--- src/hdl/atc_pkg.sv ---
package atc_pkg;

    localparam int TABLE_DEPTH = 16;
    localparam int MAX_RESULTS = 16;

    localparam int IDX_W  = (TABLE_DEPTH > 1) ? $clog2(TABLE_DEPTH) : 1;
    localparam int CNT_W  = $clog2(TABLE_DEPTH + 1);
    localparam int RES_W  = $clog2(MAX_RESULTS + 1);
    localparam int TIME_W = 17;
    localparam int NOW_W  = 20;
    localparam int PEND_W = 5;

    localparam logic       CMD_INSERT  = 1'b0;
    localparam logic       CMD_TICK    = 1'b1;

    localparam logic [2:0] ST_INSERTED = 3'd0;
    localparam logic [2:0] ST_BAD_TIME = 3'd1;
    localparam logic [2:0] ST_FULL     = 3'd2;
    localparam logic [2:0] ST_FIRED    = 3'd3;
    localparam logic [2:0] ST_IDLE     = 3'd4;

    localparam logic [6:0] MAX_HOUR    = 7'd23;
    localparam logic [6:0] MAX_MINUTE  = 7'd59;

    typedef struct packed {
        logic       command;
        logic [7:0] alarm_id;
        logic [6:0] alarm_hour;
        logic [6:0] alarm_minute;
        logic [6:0] alarm_second;
        logic [7:0] clock_hours_bcd;
        logic [7:0] clock_minutes_bcd;
        logic [7:0] clock_seconds_bcd;
    } t_in_item;

    typedef struct packed {
        logic [2:0]        status;
        logic [7:0]        fired_id;
        logic              last;
        logic [PEND_W-1:0] pending_count;
    } t_out_item;

    typedef struct packed {
        logic [7:0]        alarm_id;
        logic [TIME_W-1:0] alarm_time;
    } t_entry;

    // packed bcd byte to binary, digits taken as they stand
    function automatic logic [7:0] bcd_to_bin(input logic [7:0] b);
        logic [7:0] hi;
        hi = {4'd0, b[7:4]};
        return {4'd0, b[3:0]} + ((hi << 3) + (hi << 1));
    endfunction

endpackage

--- src/hdl/alarm_table_time_compare_unit.sv ---
// channel  | valid       | stall       | payload
// ---------+-------------+-------------+-----------------------
// input    | i_in_valid  | o_in_stall  | i_in  (t_in_item)
// result   | o_out_valid | i_out_stall | o_out (t_out_item)
//
// insert: one result transaction with last set
// tick: capture, then one entry per cycle from the table memory while the result side takes fired
//   entries, then a closing step that waits while the result side stalls
// the table memory is read one entry per cycle unless a walk stalls, addressed from the next pointer
// reset clears the entry count and the handshake state, not the table memory
// a new transaction is taken only while no walk runs and the result register is empty or draining
module alarm_table_time_compare_unit (
    input  logic              i_clk,
    input  logic              i_rst_n,
    input  logic              i_in_valid,
    output logic              o_in_stall,
    input  atc_pkg::t_in_item i_in,
    output logic              o_out_valid,
    input  logic              i_out_stall,
    output atc_pkg::t_out_item o_out
);
    import atc_pkg::*;

    localparam logic S_IDLE = 1'b0;
    localparam logic S_WALK = 1'b1;

    // control state
    logic             r_state, n_state;
    logic [CNT_W-1:0] r_count, n_count;
    logic             r_hold_valid, n_hold_valid;
    logic             r_out_valid;

    // walk state and payload
    logic [CNT_W-1:0] r_rd, n_rd;
    logic [CNT_W-1:0] r_wr, n_wr;
    logic [RES_W-1:0] r_n, n_n;
    logic [NOW_W-1:0] r_now, n_now;
    logic [7:0]       r_hold_id, n_hold_id;
    logic [CNT_W-1:0] r_hold_pend, n_hold_pend;
    t_out_item        r_out;

    // table memory
    t_entry           r_mem [TABLE_DEPTH];
    t_entry           r_rdata;
    logic             mem_we;
    logic [IDX_W-1:0] mem_waddr;
    t_entry           mem_wdata;
    logic [IDX_W-1:0] mem_raddr;

    logic             out_free;
    logic             in_accept;
    logic             out_load;
    t_out_item        out_item;

    logic             bad_time;
    logic [NOW_W-1:0] ins_time;
    logic [NOW_W-1:0] tick_now;
    logic             due;
    logic [CNT_W-1:0] ins_count;

    // result register can take a new transaction this cycle
    assign out_free   = !r_out_valid || !i_out_stall;
    assign o_in_stall = !((r_state == S_IDLE) && out_free);
    assign in_accept  = i_in_valid && !o_in_stall;

    assign bad_time = (i_in.alarm_hour > MAX_HOUR) || (i_in.alarm_minute > MAX_MINUTE)
                   || (i_in.alarm_second > MAX_MINUTE);

    // seconds since midnight from decimal fields
    assign ins_time = NOW_W'(i_in.alarm_hour) * NOW_W'(3600)
                    + NOW_W'(i_in.alarm_minute) * NOW_W'(60)
                    + NOW_W'(i_in.alarm_second);

    // current time from bcd, may run past one day on bad digits
    assign tick_now = NOW_W'(bcd_to_bin(i_in.clock_hours_bcd)) * NOW_W'(3600)
                    + NOW_W'(bcd_to_bin(i_in.clock_minutes_bcd)) * NOW_W'(60)
                    + NOW_W'(bcd_to_bin(i_in.clock_seconds_bcd));

    assign due = (NOW_W'(r_rdata.alarm_time) <= r_now) && (r_n < RES_W'(MAX_RESULTS));

    assign ins_count = r_count + CNT_W'(1);

    always_comb begin
        n_state      = r_state;
        n_count      = r_count;
        n_rd         = r_rd;
        n_wr         = r_wr;
        n_n          = r_n;
        n_now        = r_now;
        n_hold_valid = r_hold_valid;
        n_hold_id    = r_hold_id;
        n_hold_pend  = r_hold_pend;
        mem_we       = 1'b0;
        mem_waddr    = r_wr[IDX_W-1:0];
        mem_wdata    = r_rdata;
        out_load     = 1'b0;
        out_item     = '0;

        unique case (r_state)
            S_IDLE: begin
                if (in_accept) begin
                    if (i_in.command == CMD_INSERT) begin
                        out_load      = 1'b1;
                        out_item.last = 1'b1;
                        if (bad_time) begin
                            out_item.status = ST_BAD_TIME;
                        end else if (r_count >= CNT_W'(TABLE_DEPTH)) begin
                            out_item.status = ST_FULL;
                        end else begin
                            // append at the end of the table
                            mem_we               = 1'b1;
                            mem_waddr            = r_count[IDX_W-1:0];
                            mem_wdata.alarm_id   = i_in.alarm_id;
                            mem_wdata.alarm_time = ins_time[TIME_W-1:0];
                            n_count              = ins_count;
                            out_item.status      = ST_INSERTED;
                        end
                        out_item.pending_count = PEND_W'(n_count);
                    end else begin
                        // start a walk from entry 0
                        n_now        = tick_now;
                        n_rd         = '0;
                        n_wr         = '0;
                        n_n          = '0;
                        n_hold_valid = 1'b0;
                        n_state      = S_WALK;
                    end
                end
            end
            S_WALK: begin
                if (r_rd == r_count) begin
                    // closing cycle: last result out, count set to entries kept
                    if (out_free) begin
                        out_load      = 1'b1;
                        out_item.last = 1'b1;
                        if (r_hold_valid) begin
                            out_item.status        = ST_FIRED;
                            out_item.fired_id      = r_hold_id;
                            out_item.pending_count = PEND_W'(r_hold_pend);
                        end else begin
                            out_item.status        = ST_IDLE;
                            out_item.pending_count = PEND_W'(r_wr);
                        end
                        n_count      = r_wr;
                        n_hold_valid = 1'b0;
                        n_state      = S_IDLE;
                    end
                end else if (due) begin
                    // a fired alarm waits in the hold slot until we know
                    // whether another follows
                    if (!r_hold_valid || out_free) begin
                        if (r_hold_valid) begin
                            out_load               = 1'b1;
                            out_item.status        = ST_FIRED;
                            out_item.fired_id      = r_hold_id;
                            out_item.pending_count = PEND_W'(r_hold_pend);
                        end
                        n_hold_valid = 1'b1;
                        n_hold_id    = r_rdata.alarm_id;
                        n_hold_pend  = r_count - CNT_W'(r_n) - CNT_W'(1);
                        n_n          = r_n + RES_W'(1);
                        n_rd         = r_rd + CNT_W'(1);
                    end
                end else begin
                    // keep the entry, moved up to close any gap
                    mem_we = 1'b1;
                    n_wr   = r_wr + CNT_W'(1);
                    n_rd   = r_rd + CNT_W'(1);
                end
            end
            default: begin
                n_state = S_IDLE;
            end
        endcase
    end

    // read from the next pointer; during a walk, writes land at or below the entry in hand,
    // so they never hit the address being read
    assign mem_raddr = n_rd[IDX_W-1:0];

    always_ff @(posedge i_clk) begin
        if (mem_we) begin
            r_mem[mem_waddr] <= mem_wdata;
        end
        r_rdata <= r_mem[mem_raddr];
    end

    always_ff @(posedge i_clk) begin
        if (!i_rst_n) begin
            r_state      <= S_IDLE;
            r_count      <= '0;
            r_hold_valid <= 1'b0;
            r_out_valid  <= 1'b0;
        end else begin
            r_state      <= n_state;
            r_count      <= n_count;
            r_hold_valid <= n_hold_valid;
            if (out_load) begin
                r_out_valid <= 1'b1;
            end else if (!i_out_stall) begin
                r_out_valid <= 1'b0;
            end
        end
    end

    always_ff @(posedge i_clk) begin
        r_rd        <= n_rd;
        r_wr        <= n_wr;
        r_n         <= n_n;
        r_now       <= n_now;
        r_hold_id   <= n_hold_id;
        r_hold_pend <= n_hold_pend;
        if (out_load) begin
            r_out <= out_item;
        end
    end

    assign o_out_valid = r_out_valid;
    assign o_out       = r_out;

    // table never holds more than its depth
    a_count_bound: assert property (@(posedge i_clk) disable iff (!i_rst_n)
        r_count <= CNT_W'(TABLE_DEPTH))
        else $error("entry count above table depth");

    // every entry read so far was either fired or kept
    a_walk_balance: assert property (@(posedge i_clk) disable iff (!i_rst_n)
        (r_state == S_WALK) |-> (CNT_W'(r_n) + r_wr == r_rd))
        else $error("walk counters out of balance");

    // walk pointer never passes the entry count
    a_walk_range: assert property (@(posedge i_clk) disable iff (!i_rst_n)
        (r_state == S_WALK) |-> (r_rd <= r_count))
        else $error("walk pointer past entry count");

    // an idle result only closes a walk that fired nothing
    a_idle_last: assert property (@(posedge i_clk) disable iff (!i_rst_n)
        (o_out_valid && (o_out.status == ST_IDLE))
            |-> (o_out.last && (o_out.fired_id == 8'd0)))
        else $error("idle result without last");

endmodule
--- config.mk ---
export PLATFORM = sky130hd
export DESIGN_NAME = alarm_table_time_compare_unit
export DESIGN_NICKNAME = d
export VERILOG_FILES = /design/src/hdl/atc_pkg.sv /design/src/hdl/alarm_table_time_compare_unit.sv
export SDC_FILE = /design/constraint.sdc
export NUM_CORES = 1
export LEC_CHECK = 0
export ABC_AREA = 1
export BUFFER_PORTS_ARGS = -buffer_cell sky130_fd_sc_hd__buf_2
export CELL_PAD_IN_SITES_DETAIL_PLACEMENT = 2
export CELL_PAD_IN_SITES_GLOBAL_PLACEMENT = 2
export CORE_MARGIN = 1.5
export CORE_UTILIZATION = 42
export DETAILED_ROUTE_END_ITERATION = 8
export PLACE_DENSITY = 0.87
export SLEW_MARGIN = 10
export SYNTH_ARGS = -nofsm -noshare
export SYNTH_HDL_FRONTEND = slang
export SYNTH_SLANG_ARGS = --single-unit
--- constraint.sdc ---
create_clock -name i_clk -period 7.28 [get_ports i_clk]
set_clock_uncertainty 0.05 [all_clocks]
set_input_delay 0.364 -clock i_clk [delete_from_list [all_inputs] [get_ports i_clk]]
set_output_delay 0.364 -clock i_clk [all_outputs]
set_load 0.005 [all_outputs]
== Yosys cells after proc, flatten, opt, wreduce, memory -nomap -nowiden ==
Memory sizes are Yosys's and may differ from the RTL's. A register that Yosys moved wholly into a read port is not among the register bits.
Index checks and enable logic that the tools add are counted.

* $add $sub $neg: 16
* Multipliers: 4
* Order comparisons: 6
* Equality and inequality tests: 15
* Multiplexer cells: 84
* Bitwise gates (word level): 2
* Reductions and logical operators: 18

{| class="wikitable"
|+ Operators with widths
! operator !! count
|-
| two-way mux 25 bit || 5
|-
| two-way mux 5 bit || 23
|-
| case mux 5 bit (2 select lines) || 4
|-
| two-way mux 10 bit || 3
|-
| two-way mux 1 bit || 28
|-
| adder 4 x 8 -> 8 bit || 3
|-
| adder 7 x 5 -> 8 bit || 3
|-
| adder 20 x 14 -> 20 bit || 1
|-
| adder 20 x 8 -> 20 bit || 1
|-
| adder 5 x 1 -> 5 bit, second input constant || 4
|-
| less-or-equal comparator 17 x 20 -> 1 bit || 1
|-
| two-way mux 4 bit || 5
|-
| adder 17 x 13 -> 17 bit || 1
|-
| adder 17 x 7 -> 17 bit || 1
|-
| two-way mux 17 bit || 1
|-
| multiplier 8 x 8 -> 16 bit, second input constant || 1
|-
| AND reduction 4 bit || 4
|-
| > comparator 7 x 6 -> 1 bit, second input constant || 2
|-
| multiplier 7 x 8 -> 13 bit, second input constant || 1
|-
| multiplier 8 x 4 -> 12 bit, second input constant || 1
|-
| two-way mux 6 bit || 2
|-
| case mux 6 bit (2 select lines) || 1
|-
| multiplier 7 x 4 -> 11 bit, second input constant || 1
|-
| two-way mux 11 bit || 1
|-
| 22 further kinds || 47
|}

* Register bits: 73
* Memory bits (writable): 400
* Input bits: 58
* Output and inout bits: 19
* Logic and storage cells: 161
* Memories kept: 1

{| class="wikitable"
|+ Memories
! memory !! depth !! width !! read ports !! clocked after Yosys merged registers in !! write ports !! line !! source
|-
| r_mem || 16 || 25 || 1 || 1 || 1 || alarm_table_time_compare_unit.sv:43 || <nowiki>t_entry r_mem [TABLE_DEPTH];</nowiki>
|}

== Depth between registers and ports, before layout ==
Gate-level depths: netlist (run 1).

* Depth in word-level cells: 9
* Mapped depth: 32
* Gate-level depth less buffers: 32

== Worst setup path before layout (run 1) ==
Ideal clock, no wire load.

* Path type: input to register
* Start point: in i_in[11] in the netlist's numbering
* End point: reg r_now[19] (data pin)
* Setup time: 0.260 ns
* Arrival time: 5.891 ns
* Data required time: 6.970 ns
* Setup slack: 1.078 ns
* Stages: 27
* Buffers on the path: 0
* Path through: inv_1 fa_1 inv_1 fa_1 xor2_1 inv_1 fa_1 fa_1 inv_1 ha_1 nand2_1 o21ai_0 a21oi_1 o21bai_1 nand2_1 nand2_1 a21oi_1 xnor2_1 ha_1 ha_1 ha_1 nand2_1 nor4_1 a221oi_1 o21bai_1 nand3_1 xor2_1

* Word-level cells in the longest chain between the ends: 4

{| class="wikitable"
|+ RTL lines
! item !! line !! source
|-
| start: declaration || alarm_table_time_compare_unit.sv:17 || <nowiki>input atc_pkg::t_in_item i_in,</nowiki>
|-
| adder 4 x 8 -> 8 bit || atc_pkg.sv:52 || <nowiki>return {4'd0, b[3:0]} + ((hi << 3) + (hi << 1));</nowiki>
|-
| multiplier 8 x 4 -> 12 bit || alarm_table_time_compare_unit.sv:76 || <nowiki>+ NOW_W'(bcd_to_bin(i_in.clock_minutes_bcd)) * NOW_W'(60)</nowiki>
|-
| adder 20 x 14 -> 20 bit || alarm_table_time_compare_unit.sv:76 ||
|-
| adder 20 x 8 -> 20 bit || alarm_table_time_compare_unit.sv:77 || <nowiki>+ NOW_W'(bcd_to_bin(i_in.clock_seconds_bcd));</nowiki>
|-
| named net tick_now[19] || alarm_table_time_compare_unit.sv:57 || <nowiki>logic [NOW_W-1:0] tick_now;</nowiki>
|-
| end signal: assignment || alarm_table_time_compare_unit.sv:210 || <nowiki>r_now <= n_now;</nowiki>
|-
| end: declaration || alarm_table_time_compare_unit.sv:37 || <nowiki>logic [NOW_W-1:0] r_now, n_now;</nowiki>
|}

The timed path passes the listed nets, and every way through them passes these cells.
A chain may end at the register's enable or synchronous reset.

== Final worst setup path (run 1) ==
* Start point: in i_in[12] in the netlist's numbering
* End point: reg r_now[19] (data pin)

* Word-level cells in the longest chain between the ends: 5

{| class="wikitable"
|+ RTL lines
! item !! line
|-
| adder 7 x 5 -> 8 bit || atc_pkg.sv:52
|-
| adder 4 x 8 -> 8 bit || atc_pkg.sv:52
|-
| multiplier 8 x 4 -> 12 bit || alarm_table_time_compare_unit.sv:76
|-
| adder 20 x 14 -> 20 bit || alarm_table_time_compare_unit.sv:76
|-
| adder 20 x 8 -> 20 bit || alarm_table_time_compare_unit.sv:77
|-
| named net tick_now[19] || alarm_table_time_compare_unit.sv:57
|}

The timed path passes the listed nets, and every way through them passes these cells.

==> reports/metrics.cfg, run 1 <==
[critical_path]
slowest_stage=fa_1
cp.depth=27
worstSetupPathType=input pin to flop
regToRegSetupSlack_ns=2.03
reg2reg_from=r_state
critPathRequiredTime_ns=7.67
critical-path-top-delay-family=adder cells
cp.arrival_ns=7.24
path_buf_inv=5
crit_fanout=4
r2r_end=r_mem[4][14]
start_kind=input pin
cp-end-kind=flop
cpPeakStageDelay_ns=0.53
r2r.worst_path.cells=8

[floorplan]
die_w_um=256.6
io_pins=77
dieArea_mm2=0.06585
die_h_um=256.6
start_util=0.4267
rows=92
coreArea_mm2=0.06331

[sta]
worst_pin_slew_ns=1.208
setup_violations=0
drv_slew=0
whs_ns=0.03861
clock.fmax_mhz=145.9
rsz0062_at_grt=false
finalCriticalPeriod_ns=6.854
slew_headroom=0.1900
min_period_over_period=0.9415
finalSetupTns_ns=0
hold_viol=0

[worst_hold_path]
hp-class=input pin to flop
hp-start=i_rst_n
worst_hold_path.endpoint=r_count[2]
whs_path_depth=3

[global_routing]
grt_pass1_vias=24967
grt_overflow=0
antenna_found_initial=3
grt_use_total=0.3283
use_met1=0.3706
use_met2=0.5929
grt_pass1_wl_mm=162.9
grt_use_met3=0.05348
top_usage_layer=met2
grt_max_degree=90

[detailed_routing]
via_count=21752
detail-route-antenna-nets=0
detail_route.vias_per_cell=6.025
drc=0
drt_iter0_drc=1817
avgRoutedWirePerCell_um=30.02
drt_wl_total_mm=108.4
drtPass1Iterations=5

[layout]
final.fill_count=6539
layout-drive-gt1-share=0.09193
layout.nets=3018
finalInstanceArea_mm2=0.03012
synthToLayoutAreaGrowth_pct=11.50

[synthesis]
async_flop_share=0
post-synth-top-count-cell=nand3_1
synthesis.nets=2964
yosysWarnings=0
ys_seq_area_frac=0.5399
synth-seq-cells=498
synth.distinct_cells=50
syn_inst=2663
synth-edff-count=461
ys.flop_type=edfxtp_1
ys_top_cells_by_count=nand3_1 (563), nand2_1 (537), edfxtp_1 (461), inv_1 (369), ha_1 (193)
syn_area_mm2=0.02701
yosysTopAreaCell=edfxtp_1
avgSynthCellArea_um2=10.14
synth_top_area_share=0.5124
netlist_top_cells_area=edfxtp_1 (51%), nand3_1 (10%), ha_1 (8.9%)

[place]
placed_area_mm2=0.02818
gp_congestion=0.8341
hpwl_mm=58.96
port_buffers=76

[cts]
insertion_delay_ns=0.62
clockBufferDepth=3
clkSlewWorstSetupHoldPaths_ns=0.07
postCtsSetupBuffers=0
cts_tree=done
clock_tree.root_cell=clkbuf_16
cts_max_level=2
cts_buffers=55
clock-sinks=498

[pwr]
p_leak_nw=13.19
worst_ir_drop_vdd_uv=425.4
power_density_mw_per_mm2=491.9

[outcome]
outcome=complete, no violations

[job]
cap_violations=0

state kept, by name, indices dropped and copies added, names as in the netlist:
signal / cells
o_out: 17
o_out_valid: 1
r_count: 5
r_hold_id: 8
r_hold_pend: 5
r_hold_valid: 1
r_mem: 400
r_n: 5
r_now: 20
r_rd: 5
r_rdata: 25
r_state: 1
r_wr: 5
cell type report:
class / count / area (um^2) / share of cell area
Antenna cell: 1 / 2.502 / 0.00008308
Sequential cell: 498 / 14580 / 0.4842
Inverter: 375 / 1413 / 0.04690
Timing Repair Buffer: 115 / 695.7 / 0.02310
Clock buffer: 75 / 1627 / 0.05400
Tap cell: 846 / 1059 / 0.03514
Multi-Input combinational cell: 1672 / 10470 / 0.3475
Clock inverter: 28 / 275.3 / 0.009138
worst max path at each step:
stage          startpoint        end
2_1_floorplan    i_in[11]  r_now[19]
3_3_place_gp     i_in[11]  r_now[19]
3_5_place_dp     i_in[12]  r_now[19]
4_1_cts          i_in[12]  r_now[19]
5_1_grt          i_in[11]  r_now[19]
6_report         i_in[12]  r_now[19]
worst register-to-register path, cell delays in order, from the launching register on:
cell,delay (ns)
dfxtp_1,0.51
inv_1,0.54
nand3_1,0.23
nor2_1,0.27
nand2_1,0.53
o21ai_0,0.80
nand2_1,0.35
nor3_2,1.03
buf_4,0.54
layer usage:
layer | routed length [um] | vias to the layer above
met5 | 27 | -
met4 | 5899 | 4
met3 | 6369 | 380
met2 | 56230 | 1000
met1 | 39850 | 11273
li1 | - | 9095
per-stage QoR:
stage	worst slack (ns)	std cells	power (W)	util
after CTS	0.4465	3608	0.01468	0.4753
after global routing	0.09103	3610	0.01544	0.4758
after floorplan	1.078	2663	0.008712	-
after detailed placement	0.007901	3504	0.01108	0.4451
after global placement	0.5498	3504	0.01016	0.4451
final	0.4261	3610	0.01482	0.4758
cell families (layout without fill, tap and decap cells):
family	after synthesis	after routing	share of synthesized area
buffers and inverters	493	593	0.07776
XOR/XNOR	76	76	0.02464
other	0	1	0
AO/OA/AOI/OAI	157	157	0.03367
flip-flops	498	498	0.5399
adder cells (fa/ha/maj)	243	243	0.1264
AND/OR/NAND/NOR	1196	1196	0.1976
timing repair:
action / 4_1_cts / 5_1_grt
hold buffers: 1 / 0
gates resized for setup: 0 / 0
endpoints found under the hold margin: 1 / 0
setup endpoints to repair: 0 / 0
cell usage in the layout (no fill, tap or decap), types with 14 or more instances in the layout:
cell       count
edfxtp_1     461
nor2_1        50
inv_1        369
xnor2_1       31
o21ai_0       52
xor2_1        45
dfxtp_1       37
fa_1          50
buf_4         37
clkbuf_16     59
a21oi_1       66
ha_1         193
nand3_1      563
nand2_1      537
buf_2         76
clkinv_2      14
where the power goes:
part | leakage [nW] | total [W] | internal, W | switching (W)
sequential | 4.48 | 0.00405 | 0.00389 | 0.000168
combinational | 7.77 | 0.00774 | 0.00234 | 0.00541
clock | 0.940 | 0.00302 | 0.00174 | 0.00128
Note: power is estimated with default switching activity, not from simulation.
==> run 2, diff against run 1 <==
--- a/config.mk
+++ b/config.mk
@@ -12,6 +12,7 @@
 export CORE_MARGIN = 1.5
 export CORE_UTILIZATION = 42
 export DETAILED_ROUTE_END_ITERATION = 8
+export MAX_ROUTING_LAYER = met4
 export PLACE_DENSITY = 0.87
 export SLEW_MARGIN = 10
 export SYNTH_ARGS = -nofsm -noshare
==> reports/metrics.cfg, run 2 (synthesis gave the netlist of run 1 again) <==
[job]
cap_violations=0  ; unchanged

[layout]
synthToLayoutAreaGrowth_pct=10.98
final_cell_mix=nand3_1 (563), nand2_1 (537), edfxtp_1 (461)
top_register=r_mem
biggestRegsByFlops=r_mem: 400 flops, r_rdata: 25 flops, r_now: 20 flops
final_cells=3606  ; -0.11%
diodes=0  ; -1
layout-drive-gt1-share=0.08659  ; -0.005335
layout.nets=3018  ; unchanged
largest_reg_flops=400  ; unchanged
final_common_cell=nand3_1

[floorplan]
dieArea_mm2=0.06585  ; unchanged
io_pins=77  ; unchanged
die_w_um=256.6  ; unchanged
die_h_um=256.6  ; unchanged
rows=92  ; unchanged
coreArea_mm2=0.06331  ; unchanged
start_util=0.4267  ; unchanged

[pwr]
p_leak_nw=13.12  ; -0.56%
worst_ir_drop_vdd_uv=485.9  ; +14%
power_density_mw_per_mm2=479.1  ; -2.6%

[detailed_routing]
drt_iter0_drc=1803  ; -0.77%
drc=0  ; unchanged
avgRoutedWirePerCell_um=28.68  ; -4.5%
detail_route.vias_per_cell=5.972  ; -0.89%
detail-route-antenna-nets=0  ; unchanged
drt_wl_total_mm=103.4  ; -4.6%
drtPass1Iterations=5  ; unchanged
via_count=21535  ; -1.0%

[global_routing]
grt_pass1_wl_mm=156.1  ; -4.2%
grt_pass1_vias=24687  ; -1.1%
grt_use_total=0.3223  ; -0.006043
grt_overflow=0  ; unchanged
grt_max_degree=84  ; -6.7%
antenna_found_initial=0  ; -3

[place]
port_buffers=76  ; unchanged
numPlacedInstances=3505  ; +0.029%
hpwl_mm=60.08  ; +1.9%
gp_congestion=0.8413  ; +0.86%

[cts]
clock_tree.root_cell=clkbuf_16
cts_max_level=2  ; unchanged
clkSlewWorstSetupHoldPaths_ns=0.06  ; about the same
cts_tree=done
cts_buffers=55  ; unchanged
clockBufferDepth=3  ; unchanged
postCtsSetupBuffers=0  ; unchanged
cts_resized=0  ; unchanged
insertion_delay_ns=0.64  ; +0.02 ns
clock-sinks=498  ; unchanged

[sta]
worst_pin_slew_ns=1.298  ; +0.08920 ns
slew_headroom=0.1328  ; -0.05713
finalCriticalPeriod_ns=6.768  ; -0.08587 ns
clock.fmax_mhz=147.8  ; +1.3%
min_period_over_period=0.9297  ; -0.01179
drv_slew=0  ; unchanged
setup_violations=0  ; unchanged
rsz0062_at_grt=false
hold_viol=0  ; unchanged
whs_ns=0.02021  ; -0.01841 ns
finalSetupTns_ns=0  ; unchanged

[critical_path]
cpPeakStageDelay_ns=0.53  ; about the same
worstSetupPathType=input pin to flop
start_kind=input pin
cp-end-kind=flop
cp.arrival_ns=7.16  ; -0.08 ns
critPathRequiredTime_ns=7.67  ; about the same
slowest_stage=fa_1
crit_fanout=5  ; +1

[outcome]
outcome=complete, no violations

[worst_hold_path]
hp-class=input pin to flop

## run 2: cell count changes in the layout (fill, tap and decap cells not counted), sizes merged
cell | previous run | this run
clkbuf | 75 | 78
clkinv | 21 | 16
clkinvlp | 3 | 0
diode | 1 | 0
inv | 374 | 376
## run 2: report_power, final
part	internal, W	switching [W]	total [W]
Sequential	0.00389	0.000165	0.00405
Combinational	0.00230	0.00512	0.00742
Clock	0.00164	0.00125	0.00289
Total	0.00783	0.00653	0.0144
## run 2: routing by layer
metal	GRT usage	vias up	part of all wire
li1	-	9101	-
met1	0.3591	11149	0.38
met2	0.5679	915	0.52
met3	0.04191	370	0.051
met4	0.1582	0	0.051
met5	-	-	0
## run 2: area by class of cell
cell class	instances	area (um^2)
clock buffers	78	1534
clock inverters	22	250.2
fillers	6526	33330
inverters	375	1413
multi-input cells	1672	10470
flip-flops and latches	498	14580
well taps	846	1059
repair buffers	115	675.6
## run 2: worst paths after layout
kind / start / end / slack (ns) / cells past startpoint
setup / recovery: i_in[11] / r_now[19] / 0.51 / 28
hold / removal: i_rst_n / o_out_valid / 0.02 / 3
setup reg to reg: r_state / r_mem[4][8] / 1.96 / 9
hold reg to reg: r_rdata[18] / r_hold_id[1] / 0.39 / 0
## run 2: per-stage QoR
step                      worst slack, ns  area [um^2]  total power (W)  utilization
after floorplan                     1.078        27010         0.008712            -
final                              0.5120        29980          0.01436       0.4736
after CTS                          0.5703        29980          0.01426       0.4736
after detailed placement          0.08682        28190          0.01105       0.4452
after global routing               0.1731        29980          0.01506       0.4736
after global placement             0.5319        28190          0.01012       0.4452
## run 2: what timing repair did
action | in CTS | in global routing
endpoints found under the setup margin | 0 | 0
endpoints found under the hold margin | 1 | 0
hold buffers | 1 | 0
## run 2: worst max-delay path, delay by kind of cell
kind / cells / cell delay [ns]
compound gates: 8 / 1.81
fa+ha+maj: 8 / 3.36
buf+inv: 5 / 0.38
simple gates: 4 / 0.39
xor+xnor: 3 / 0.83
